## config.mk

```make
export PLATFORM = sky130hd
export DESIGN_NAME = aabb_collision_resolver_top
export DESIGN_NICKNAME = d
export VERILOG_FILES = /design/src/rtl/acr_pkg.sv /design/src/rtl/acr_box_table.sv /design/src/rtl/acr_gap_unit.sv /design/src/rtl/aabb_collision_resolver_top.sv
export VERILOG_INCLUDE_DIRS = /design/src /design/src/rtl
export SDC_FILE = /design/constraint.sdc
export NUM_CORES = 2
export LEC_CHECK = 0
export ABC_AREA = 0
export BUFFER_PORTS_ARGS = -buffer_cell sky130_fd_sc_hd__buf_2
export CORE_ASPECT_RATIO = 0.5
export CORE_MARGIN = 3
export CORE_UTILIZATION = 30
export DETAILED_ROUTE_END_ITERATION = 7
export GPL_TIMING_DRIVEN = 0
export SLEW_MARGIN = 20
export SYNTH_ARGS = -nofsm -noshare
export SYNTH_HDL_FRONTEND = slang
export SYNTH_SLANG_ARGS = --single-unit
export TNS_END_PERCENT = 50
```

## constraint.sdc

```tcl
create_clock -name aclk -period 6.9 [get_ports aclk]
set_clock_uncertainty 0.05 [all_clocks]
set_input_delay 0.69 -clock aclk [delete_from_list [all_inputs] [get_ports aclk]]
set_output_delay 0.69 -clock aclk [all_outputs]
set_load 0.01 [all_outputs]
```

## src/rtl/aabb_collision_resolver_top_macros.svh

```systemverilog
// Assertion macros shared by the box collision resolver RTL.
// Included by files that carry concurrent checks; needs aclk and aresetn in scope.
`ifndef AABB_COLLISION_RESOLVER_TOP_MACROS_SVH
`define AABB_COLLISION_RESOLVER_TOP_MACROS_SVH

// same-cycle implication
`define ACR_CHECK(lbl, ante, cons, msg) \
    lbl: assert property (@(posedge aclk) disable iff (!aresetn) (ante) |-> (cons)) \
        else $error(msg);

// next-cycle implication
`define ACR_CHECK_NEXT(lbl, ante, cons, msg) \
    lbl: assert property (@(posedge aclk) disable iff (!aresetn) (ante) |=> (cons)) \
        else $error(msg);

`endif

```

## src/rtl/acr_pkg.sv

```systemverilog
// Types, widths and codes for the box collision resolver.
// Used by acr_box_table, acr_gap_unit and aabb_collision_resolver_top.
`timescale 1ns / 1ps

package acr_pkg;

    localparam int COORD_W = 16;
    localparam int SIZE_W  = 15;
    localparam int EDGE_W  = 18;
    localparam int DEPTH_W = 17;
    localparam int POS_W   = 24;
    localparam int SUM_W   = 26;
    localparam int KIND_W  = 2;
    localparam int DIR_W   = 3;

    localparam logic CMD_STORE   = 1'b0;
    localparam logic CMD_RESOLVE = 1'b1;

    localparam logic [KIND_W-1:0] KIND_STORED    = 2'd0;
    localparam logic [KIND_W-1:0] KIND_FULL      = 2'd1;
    localparam logic [KIND_W-1:0] KIND_COLLISION = 2'd2;
    localparam logic [KIND_W-1:0] KIND_FINISHED  = 2'd3;

    localparam logic [DIR_W-1:0] DIR_NONE  = 3'd0;
    localparam logic [DIR_W-1:0] DIR_RIGHT = 3'd1;
    localparam logic [DIR_W-1:0] DIR_LEFT  = 3'd2;
    localparam logic [DIR_W-1:0] DIR_DOWN  = 3'd3;
    localparam logic [DIR_W-1:0] DIR_UP    = 3'd4;

    typedef struct packed {
        logic signed [COORD_W-1:0] left;
        logic signed [COORD_W-1:0] top;
        logic [SIZE_W-1:0]         width;
        logic [SIZE_W-1:0]         height;
    } box_t;

    typedef struct packed {
        logic               hit;
        logic [DEPTH_W-1:0] gl;
        logic [DEPTH_W-1:0] gr;
        logic [DEPTH_W-1:0] gu;
        logic [DEPTH_W-1:0] gd;
    } gap_res_t;

    function automatic logic signed [POS_W-1:0] sat_pos(input logic signed [SUM_W-1:0] v);
        logic signed [SUM_W-1:0] lo;
        logic signed [SUM_W-1:0] hi;
        lo = {{(SUM_W-POS_W+1){1'b1}}, {(POS_W-1){1'b0}}};
        hi = {{(SUM_W-POS_W+1){1'b0}}, {(POS_W-1){1'b1}}};
        if (v < lo) begin
            return lo[POS_W-1:0];
        end else if (v > hi) begin
            return hi[POS_W-1:0];
        end
        return v[POS_W-1:0];
    endfunction

endpackage

```

## src/rtl/acr_box_table.sv

```systemverilog
// Box store: one write port and one registered read port.
// Depends on acr_pkg for the box entry type.
`timescale 1ns / 1ps

module acr_box_table #(
    parameter int DEPTH = 16
) (
    input  logic                     aclk,
    input  logic                     wr_en,
    input  logic [$clog2(DEPTH)-1:0] wr_addr,
    input  acr_pkg::box_t            wr_data,
    input  logic [$clog2(DEPTH)-1:0] rd_addr,
    output acr_pkg::box_t            rd_data
);

    acr_pkg::box_t mem [DEPTH];
    acr_pkg::box_t rd_data_reg;

    always_ff @(posedge aclk) begin
        if (wr_en) begin
            mem[wr_addr] <= wr_data;
        end
        rd_data_reg <= mem[rd_addr];
    end

    assign rd_data = rd_data_reg;

endmodule

```

## src/rtl/acr_gap_unit.sv

```systemverilog
// Shared gap unit: overlap test and the four absolute edge gaps of one box.
// Depends on acr_pkg; result is registered.
`timescale 1ns / 1ps

module acr_gap_unit (
    input  logic               aclk,
    input  acr_pkg::box_t      query,
    input  acr_pkg::box_t      entry,
    output acr_pkg::gap_res_t  result
);

    localparam int EW = acr_pkg::EDGE_W;

    function automatic logic [acr_pkg::DEPTH_W-1:0] abs_gap(input logic signed [EW-1:0] v);
        logic signed [EW-1:0] n;
        n = -v;
        return v[EW-1] ? n[acr_pkg::DEPTH_W-1:0] : v[acr_pkg::DEPTH_W-1:0];
    endfunction

    logic signed [EW-1:0] q_l, q_t, q_r, q_b;
    logic signed [EW-1:0] e_l, e_t, e_r, e_b;
    logic                 same;
    logic                 overlap;
    acr_pkg::gap_res_t    result_next;
    acr_pkg::gap_res_t    result_reg;

    always_comb begin
        q_l = EW'(query.left);
        q_t = EW'(query.top);
        q_r = q_l + $signed({3'b000, query.width});
        q_b = q_t + $signed({3'b000, query.height});
        e_l = EW'(entry.left);
        e_t = EW'(entry.top);
        e_r = e_l + $signed({3'b000, entry.width});
        e_b = e_t + $signed({3'b000, entry.height});

        same    = (query == entry);
        overlap = (q_l < q_r) && (e_l < e_r) && (q_t < q_b) && (e_t < e_b) &&
                  (q_l < e_r) && (e_l < q_r) && (q_t < e_b) && (e_t < q_b);

        result_next.hit = overlap && !same;
        result_next.gl  = abs_gap(q_r - e_l);
        result_next.gr  = abs_gap(q_l - e_r);
        result_next.gu  = abs_gap(q_b - e_t);
        result_next.gd  = abs_gap(q_t - e_b);
    end

    always_ff @(posedge aclk) begin
        result_reg <= result_next;
    end

    assign result = result_reg;

endmodule

```

## src/rtl/aabb_collision_resolver_top.sv

```systemverilog
// Box collision resolver top level: sequencer, running position, result register.
// Depends on acr_pkg, acr_box_table, acr_gap_unit and the assertion macro header.
//
// Usage:
//   Input channel s_*: a store item (command 0) appends its box to the table, or
//   reports a full table; a resolve item (command 1) pushes pos_x/pos_y out of
//   every stored box that strictly overlaps the query box and is not identical.
//   Result channel m_*: one result per store; per resolve one collision record
//   per overlapping box in store order, then a finished result with last set.
//   Sequence: a store goes to the store state, which writes its result once the
//   output register is free; a resolve steps each stored box through table read,
//   gap unit, and compare and move, then ends in the finished state; the shared
//   gap unit and the single table read port set this order.
//   s_ready is high only while the sequencer is idle; a result waiting in the
//   output register does not block acceptance of the next item.
//   When the receiver stalls, the walk holds at the next result until the
//   output register is free.
//   Reset (aresetn low, synchronous) empties the table and clears the running
//   position and all handshake state; no clearing pass is needed.
`timescale 1ns / 1ps
`include "aabb_collision_resolver_top_macros.svh"

module aabb_collision_resolver_top #(
    parameter int MAX_BOXES = 16
) (
    input  logic                                   aclk,
    input  logic                                   aresetn,
    input  logic                                   s_valid,
    output logic                                   s_ready,
    input  logic                                   s_command,
    input  logic signed [acr_pkg::COORD_W-1:0]     s_box_left,
    input  logic signed [acr_pkg::COORD_W-1:0]     s_box_top,
    input  logic [acr_pkg::SIZE_W-1:0]             s_box_width,
    input  logic [acr_pkg::SIZE_W-1:0]             s_box_height,
    input  logic signed [acr_pkg::POS_W-1:0]       s_pos_x,
    input  logic signed [acr_pkg::POS_W-1:0]       s_pos_y,
    output logic                                   m_valid,
    input  logic                                   m_ready,
    output logic [acr_pkg::KIND_W-1:0]             m_kind,
    output logic [acr_pkg::DIR_W-1:0]              m_direction,
    output logic [acr_pkg::DEPTH_W-1:0]            m_depth,
    output logic signed [acr_pkg::POS_W-1:0]       m_new_pos_x,
    output logic signed [acr_pkg::POS_W-1:0]       m_new_pos_y,
    output logic                                   m_last
);

    localparam int IDX_W = $clog2(MAX_BOXES);
    localparam int CNT_W = $clog2(MAX_BOXES + 1);
    localparam int PW    = acr_pkg::POS_W;
    localparam int SW    = acr_pkg::SUM_W;
    localparam int DW    = acr_pkg::DEPTH_W;

    localparam logic [2:0] ST_IDLE  = 3'd0;
    localparam logic [2:0] ST_STORE = 3'd1;
    localparam logic [2:0] ST_READ  = 3'd2;
    localparam logic [2:0] ST_GAP   = 3'd3;
    localparam logic [2:0] ST_MOVE  = 3'd4;
    localparam logic [2:0] ST_FINAL = 3'd5;

    logic [2:0]               state_reg, state_next;
    logic [CNT_W-1:0]         count_reg, count_next;
    logic [CNT_W-1:0]         idx_reg, idx_next;
    logic                     full_reg, full_next;
    logic signed [PW-1:0]     run_x_reg, run_x_next;
    logic signed [PW-1:0]     run_y_reg, run_y_next;
    acr_pkg::box_t            query_reg;

    logic                          m_valid_reg, m_valid_next;
    logic [acr_pkg::KIND_W-1:0]    m_kind_reg, m_kind_next;
    logic [acr_pkg::DIR_W-1:0]     m_dir_reg, m_dir_next;
    logic [DW-1:0]                 m_depth_reg, m_depth_next;
    logic signed [PW-1:0]          m_x_reg, m_x_next;
    logic signed [PW-1:0]          m_y_reg, m_y_next;
    logic                          m_last_reg, m_last_next;

    acr_pkg::box_t            in_box;
    acr_pkg::box_t            rd_box;
    acr_pkg::gap_res_t        gap;
    logic                     s_fire;
    logic                     slot_free;
    logic                     table_full;
    logic                     wr_en;

    logic                     l_min, r_min, u_min, d_min;
    logic [acr_pkg::DIR_W-1:0] dir;
    logic [DW-1:0]            min_lr, min_ud, depth;
    logic signed [SW-1:0]     dx, dy;
    logic signed [PW-1:0]     moved_x, moved_y;

    assign in_box.left   = s_box_left;
    assign in_box.top    = s_box_top;
    assign in_box.width  = s_box_width;
    assign in_box.height = s_box_height;

    assign s_ready    = (state_reg == ST_IDLE);
    assign s_fire     = s_valid && s_ready;
    assign slot_free  = !m_valid_reg || m_ready;
    assign table_full = (count_reg == CNT_W'(MAX_BOXES));
    assign wr_en      = s_fire && (s_command == acr_pkg::CMD_STORE) && !table_full;

    acr_box_table #(
        .DEPTH (MAX_BOXES)
    ) u_table (
        .aclk    (aclk),
        .wr_en   (wr_en),
        .wr_addr (count_reg[IDX_W-1:0]),
        .wr_data (in_box),
        .rd_addr (idx_reg[IDX_W-1:0]),
        .rd_data (rd_box)
    );

    acr_gap_unit u_gap (
        .aclk   (aclk),
        .query  (query_reg),
        .entry  (rd_box),
        .result (gap)
    );

    always_comb begin
        l_min  = (gap.gl < gap.gr) && (gap.gl < gap.gu) && (gap.gl < gap.gd);
        r_min  = (gap.gr < gap.gl) && (gap.gr < gap.gu) && (gap.gr < gap.gd);
        u_min  = (gap.gu < gap.gl) && (gap.gu < gap.gr) && (gap.gu < gap.gd);
        d_min  = (gap.gd < gap.gl) && (gap.gd < gap.gr) && (gap.gd < gap.gu);
        min_lr = (gap.gl < gap.gr) ? gap.gl : gap.gr;
        min_ud = (gap.gu < gap.gd) ? gap.gu : gap.gd;
        depth  = (min_lr < min_ud) ? min_lr : min_ud;

        dir = acr_pkg::DIR_NONE;
        dx  = '0;
        dy  = '0;
        if (l_min) begin
            dir = acr_pkg::DIR_RIGHT;
            dx  = SW'(1) - SW'(gap.gl);
        end else if (r_min) begin
            dir = acr_pkg::DIR_LEFT;
            dx  = SW'(gap.gr) - SW'(1);
        end else if (u_min) begin
            dir = acr_pkg::DIR_DOWN;
            dy  = SW'(1) - SW'(gap.gu);
        end else if (d_min) begin
            dir = acr_pkg::DIR_UP;
            dy  = SW'(gap.gd) - SW'(1);
        end
        moved_x = acr_pkg::sat_pos(SW'(run_x_reg) + dx);
        moved_y = acr_pkg::sat_pos(SW'(run_y_reg) + dy);
    end

    always_comb begin
        state_next   = state_reg;
        count_next   = count_reg;
        idx_next     = idx_reg;
        full_next    = full_reg;
        run_x_next   = run_x_reg;
        run_y_next   = run_y_reg;
        m_valid_next = m_valid_reg && !m_ready;
        m_kind_next  = m_kind_reg;
        m_dir_next   = m_dir_reg;
        m_depth_next = m_depth_reg;
        m_x_next     = m_x_reg;
        m_y_next     = m_y_reg;
        m_last_next  = m_last_reg;

        case (state_reg)
            ST_IDLE: begin
                if (s_fire) begin
                    if (s_command == acr_pkg::CMD_STORE) begin
                        full_next  = table_full;
                        state_next = ST_STORE;
                        if (!table_full) begin
                            count_next = count_reg + CNT_W'(1);
                        end
                    end else begin
                        run_x_next = s_pos_x;
                        run_y_next = s_pos_y;
                        idx_next   = '0;
                        state_next = ST_READ;
                    end
                end
            end
            ST_STORE: begin
                if (slot_free) begin
                    m_valid_next = 1'b1;
                    m_kind_next  = full_reg ? acr_pkg::KIND_FULL : acr_pkg::KIND_STORED;
                    m_dir_next   = acr_pkg::DIR_NONE;
                    m_depth_next = '0;
                    m_x_next     = '0;
                    m_y_next     = '0;
                    m_last_next  = 1'b1;
                    state_next   = ST_IDLE;
                end
            end
            ST_READ: begin
                state_next = (idx_reg == count_reg) ? ST_FINAL : ST_GAP;
            end
            ST_GAP: begin
                state_next = ST_MOVE;
            end
            ST_MOVE: begin
                if (!gap.hit) begin
                    idx_next   = idx_reg + CNT_W'(1);
                    state_next = ST_READ;
                end else if (slot_free) begin
                    run_x_next   = moved_x;
                    run_y_next   = moved_y;
                    m_valid_next = 1'b1;
                    m_kind_next  = acr_pkg::KIND_COLLISION;
                    m_dir_next   = dir;
                    m_depth_next = depth;
                    m_x_next     = moved_x;
                    m_y_next     = moved_y;
                    m_last_next  = 1'b0;
                    idx_next     = idx_reg + CNT_W'(1);
                    state_next   = ST_READ;
                end
            end
            ST_FINAL: begin
                if (slot_free) begin
                    m_valid_next = 1'b1;
                    m_kind_next  = acr_pkg::KIND_FINISHED;
                    m_dir_next   = acr_pkg::DIR_NONE;
                    m_depth_next = '0;
                    m_x_next     = run_x_reg;
                    m_y_next     = run_y_reg;
                    m_last_next  = 1'b1;
                    state_next   = ST_IDLE;
                end
            end
            default: begin
                state_next = ST_IDLE;
            end
        endcase
    end

    always_ff @(posedge aclk) begin
        if (!aresetn) begin
            state_reg   <= ST_IDLE;
            count_reg   <= '0;
            idx_reg     <= '0;
            full_reg    <= 1'b0;
            run_x_reg   <= '0;
            run_y_reg   <= '0;
            m_valid_reg <= 1'b0;
        end else begin
            state_reg   <= state_next;
            count_reg   <= count_next;
            idx_reg     <= idx_next;
            full_reg    <= full_next;
            run_x_reg   <= run_x_next;
            run_y_reg   <= run_y_next;
            m_valid_reg <= m_valid_next;
        end
    end

    always_ff @(posedge aclk) begin
        if (s_fire) begin
            query_reg <= in_box;
        end
        m_kind_reg  <= m_kind_next;
        m_dir_reg   <= m_dir_next;
        m_depth_reg <= m_depth_next;
        m_x_reg     <= m_x_next;
        m_y_reg     <= m_y_next;
        m_last_reg  <= m_last_next;
    end

    assign m_valid     = m_valid_reg;
    assign m_kind      = m_kind_reg;
    assign m_direction = m_dir_reg;
    assign m_depth     = m_depth_reg;
    assign m_new_pos_x = m_x_reg;
    assign m_new_pos_y = m_y_reg;
    assign m_last      = m_last_reg;

    `ACR_CHECK(a_count_bound, 1'b1, count_reg <= CNT_W'(MAX_BOXES), "box count past table size")
    `ACR_CHECK(a_walk_bound, state_reg != ST_IDLE, idx_reg <= count_reg, "walk index past box count")
    `ACR_CHECK(a_last_kind, m_valid_reg, m_last_reg == (m_kind_reg != acr_pkg::KIND_COLLISION), "last flag disagrees with kind")
    `ACR_CHECK_NEXT(a_full_hold, s_fire && (s_command == acr_pkg::CMD_STORE) && table_full, count_reg == $past(count_reg), "store into full table changed count")
    `ACR_CHECK_NEXT(a_busy_after_take, s_fire, !s_ready, "ready while item in progress")

endmodule
```

==> impl_results.md <==
* Slew Limit Fails at 0
* Net Sw Power at 10120 uW
* Post-Place Worst Slack at -0.1884 ns
* Initial core utilization at 30.27%
* Antenna violations before repair at 20
* Gate power share at 36.6%
* Antenna-violating nets left at 0
* CP required at 7.37 ns
* Clock share of power at 26.2%
* Pwr dens at 370.0 nW/um^2
* Final instance area at 73670 um^2
* Setup crit start kind: flip-flop
* Core Rows at 119
* H-tree depth at 4
* Core Footprint at 211100 um^2
* First-pass detailed-route iteration total at 5
* DR WL/cell at 23.66 um
* DRT iter0 DRCs at 4334
* Cts hold-fix bufs at 0
* Largest net degree at the start of global routing at 38
* Post-synth EDFFs at 1125
* RSZ-0062 raised after global routing: false
* CP endpoint kind: flip-flop
* Worst-Skew Late Latency at 0.80 ns
* Outcome: completed
* Maxcap violations at 0
* Ys async rst share at 0%
* CTS tree: yes
* WP data arrival at 6.95 ns
* Share of post-route cells with drive strength above 1 at 17.46%
* Sink Count at 1319
* Sw frac at 37.13%
* Hold Violations, Final at 0
* Final period utilization at 93.86%
* Most frequent cells in the layout: edfxtp_1, ha_1, mux4_2, nand2_1, xnor2_1
* Reg power frac at 37.3%
* Syn Std Cell Area at 63900 um^2
* Hold Crit Class: in2reg
* Drc violations at 0
* DP Wirelength at 132900 um
* Final setup viols at 0
* Post-synthesis register bit count at 1319
* WHS at 0.1303 ns
* RD Place Congestion at 0.9249
* Avg Inst Size Synth at 14.49 um^2
* Total Neg Setup Slack at 0 ns
* Boundary Pins at 188
* Die area at 218900 um^2
* First-pass GRT wire length at 266800 um
* Placed Instance Area at 69230 um^2
* Setup bufs post-CTS at 0
* Gate Count Post-Synth at 4411
* Measured slew at the worst slew-check pin at 1.158 ns
* Peak VDD IR at 345.7 uV
* Routed vias at 39.64k
* Critical path type: reg2reg
* Fin worst setup slack at 0.4237 ns
* Synthesized Nets at 4911
* Worst-path clk slew at 0.08 ns
* Crit Path Max Fanout at 10
* Synth-to-Final Area Change at 15.28%
* Synth cell types at 93
* Pint at 17130 uW
* Most common cell after layout, fill and taps aside: edfxtp_1
* Clock root buffer: clkbuf_16
* DR vias/cell at 5.136
* Nets at 5266
* Primary FF master, synth: edfxtp_1
* Total track usage at 16.45%
* Seq/Total Area, Yosys at 58.94%
* Die Y at 332.4 um
* Lkg Pwr at 0.02602 uW
* Max clock buf depth at 3
* Vias in the first global route at 39.04k
* Die X at 658.7 um
* Num CTS Buffers at 130
* Achievable Freq at 0.1544 GHz
* Post-Route WL at 182600 um
* Crit path time final at 6.476 ns
* PortBufs at 186
* Synthesis Warnings at 0
* Slew headroom at 22.82%
* Grt total ovfl at 0
* Number of flip-flops in the largest register at 992
-- final timing paths --
| check | endpoint | cells after the start | start | slack [ns] |
|---|---|---|---|---|
| worst max-delay path | m_new_pos_y[22] | 27 | u_gap.result[35] | 0.42 |
| worst min-delay path | run_x_reg[12] | 3 | s_pos_x[12] | 0.13 |
| worst max register to register | m_new_pos_y[22] | 27 | u_gap.result[35] | 0.42 |
| worst min register to register | run_y_reg[2] | 2 | run_y_reg[2] | 0.45 |
-- metrics by stage --
step                util (%)  power [uW]  instances
floorplan                  -       16920       4411
global placement       32.39       20000       7440
detailed placement     32.79       20100       7477
CTS                    34.85       27280       7712
global route           34.89       28890       7714
finish                 34.89       27250       7719
-- power by group through the flow --
stage,clock network [uW],registers [uW],logic (uW)
2_1_floorplan,0,9840,7080
3_3_place_gp,0,10300,9670
3_5_place_dp,0,10300,9790
4_1_cts,7290,10100,9850
5_1_grt,7620,10200,11100
6_report,7130,10200,9960
-- cells in the mapped netlist (9+ instances only) --
library cell	number	share of area, %
nor2b_1	54	0.53
ha_1	375	7.3
o211ai_1	14	0.16
o221a_2	12	0.21
o31a_1	10	0.14
xnor2_1	221	3.0
o21ai_0	169	1.3
nor3_1	66	0.52
a22oi_1	11	0.13
nor4_1	29	0.28
buf_1	23	0.14
mux2i_1	23	0.36
a221oi_1	9	0.12
nand4_1	67	0.66
o21bai_1	18	0.21
edfxtp_1	1125	53
and3_1	21	0.21
inv_1	192	1.1
a41oi_1	9	0.12
a22o_1	11	0.15
nor2_1	186	1.1
clkbuf_1	114	0.67
a21oi_1	191	1.5
nand3_1	52	0.41
buf_2	11	0.086
a31oi_1	52	0.51
xor2_1	95	1.3
o2bb2ai_1	22	0.30
or3_1	18	0.18
nand2b_1	37	0.36
mux4_2	310	11
a211oi_1	37	0.43
o22ai_1	19	0.19
dfxtp_1	194	6.1
fa_1	10	0.31
o21a_1	44	0.52
a21o_1	132	1.6
o31ai_1	12	0.14
nand2_1	232	1.4
and2_1	37	0.36
-- repair_timing --
action                     4_1_cts  5_1_grt
resized for setup                1       18
setup endpoints to repair       18       40
hold endpoints to repair         0        0
-- worst max-delay path, cell delays in order (launching register included) --
cell and delay (ns):
dfxtp_1 0.42, inv_1 0.16, ha_1 0.31, nor2b_1 0.13, o21a_1 0.16, o21a_1 0.16
o21a_1 0.16, o21a_1 0.16, o21ai_0 0.15, a21oi_1 0.13, a2111oi_4 0.45, nand3_1 0.15
clkbuf_2 0.24, o22ai_2 0.23, ha_1 0.22, inv_1 0.06, fa_1 0.40, nand2b_1 0.21
a21o_1 0.19, a21oi_1 0.27, o21a_1 0.31, a311oi_1 0.20, a21o_1 0.25, o22a_1 0.23
nand2_1 0.23, clkbuf_2 0.29, a21oi_1 0.06, a21o_1 0.19
-- routing by layer --
layer | global-route usage [%] | share of wire (%) | wire [um] | up-vias
met2 | 26.84 | 47 | 86180 | 1281
li1 | - | - | - | 17970
met1 | 22.47 | 44 | 80050 | 20090
met4 | 4.887 | 2.7 | 4925 | 0
met3 | 2.835 | 6.3 | 11450 | 297
met5 | 0 | 0 | 0 | -
-- final cells by class --
| type | count | area (um^2) |
|---|---|---|
| inverters | 192 | 720.7 |
| multi-input cells | 2750 | 25060 |
| diodes | 7 | 17.52 |
| well taps | 2843 | 3557 |
| clock buffers | 177 | 3631 |
| repair buffers | 223 | 1684 |
| plain buffers | 150 | 631.9 |
| clock inverters | 58 | 700.7 |
| flip-flops and latches | 1319 | 37670 |
| fillers | 20340 | 137500 |
-- kinds of logic (layout without fill, tap and decap cells) --
family                   count (synthesis)  count (layout)  synth area share, %
other                                    0               7                    0
adder cells (fa/ha/maj)                385             385                7.656
AO/OA/AOI/OAI                          871             871                9.206
AND/OR/NAND/NOR                        845             845                6.526
flip-flops                            1319            1319                58.94
buffers and inverters                  342             800                2.054
multiplexers                           333             333                11.29
XOR/XNOR                               316             316                4.331
Power figures use the tool's default switching activity.
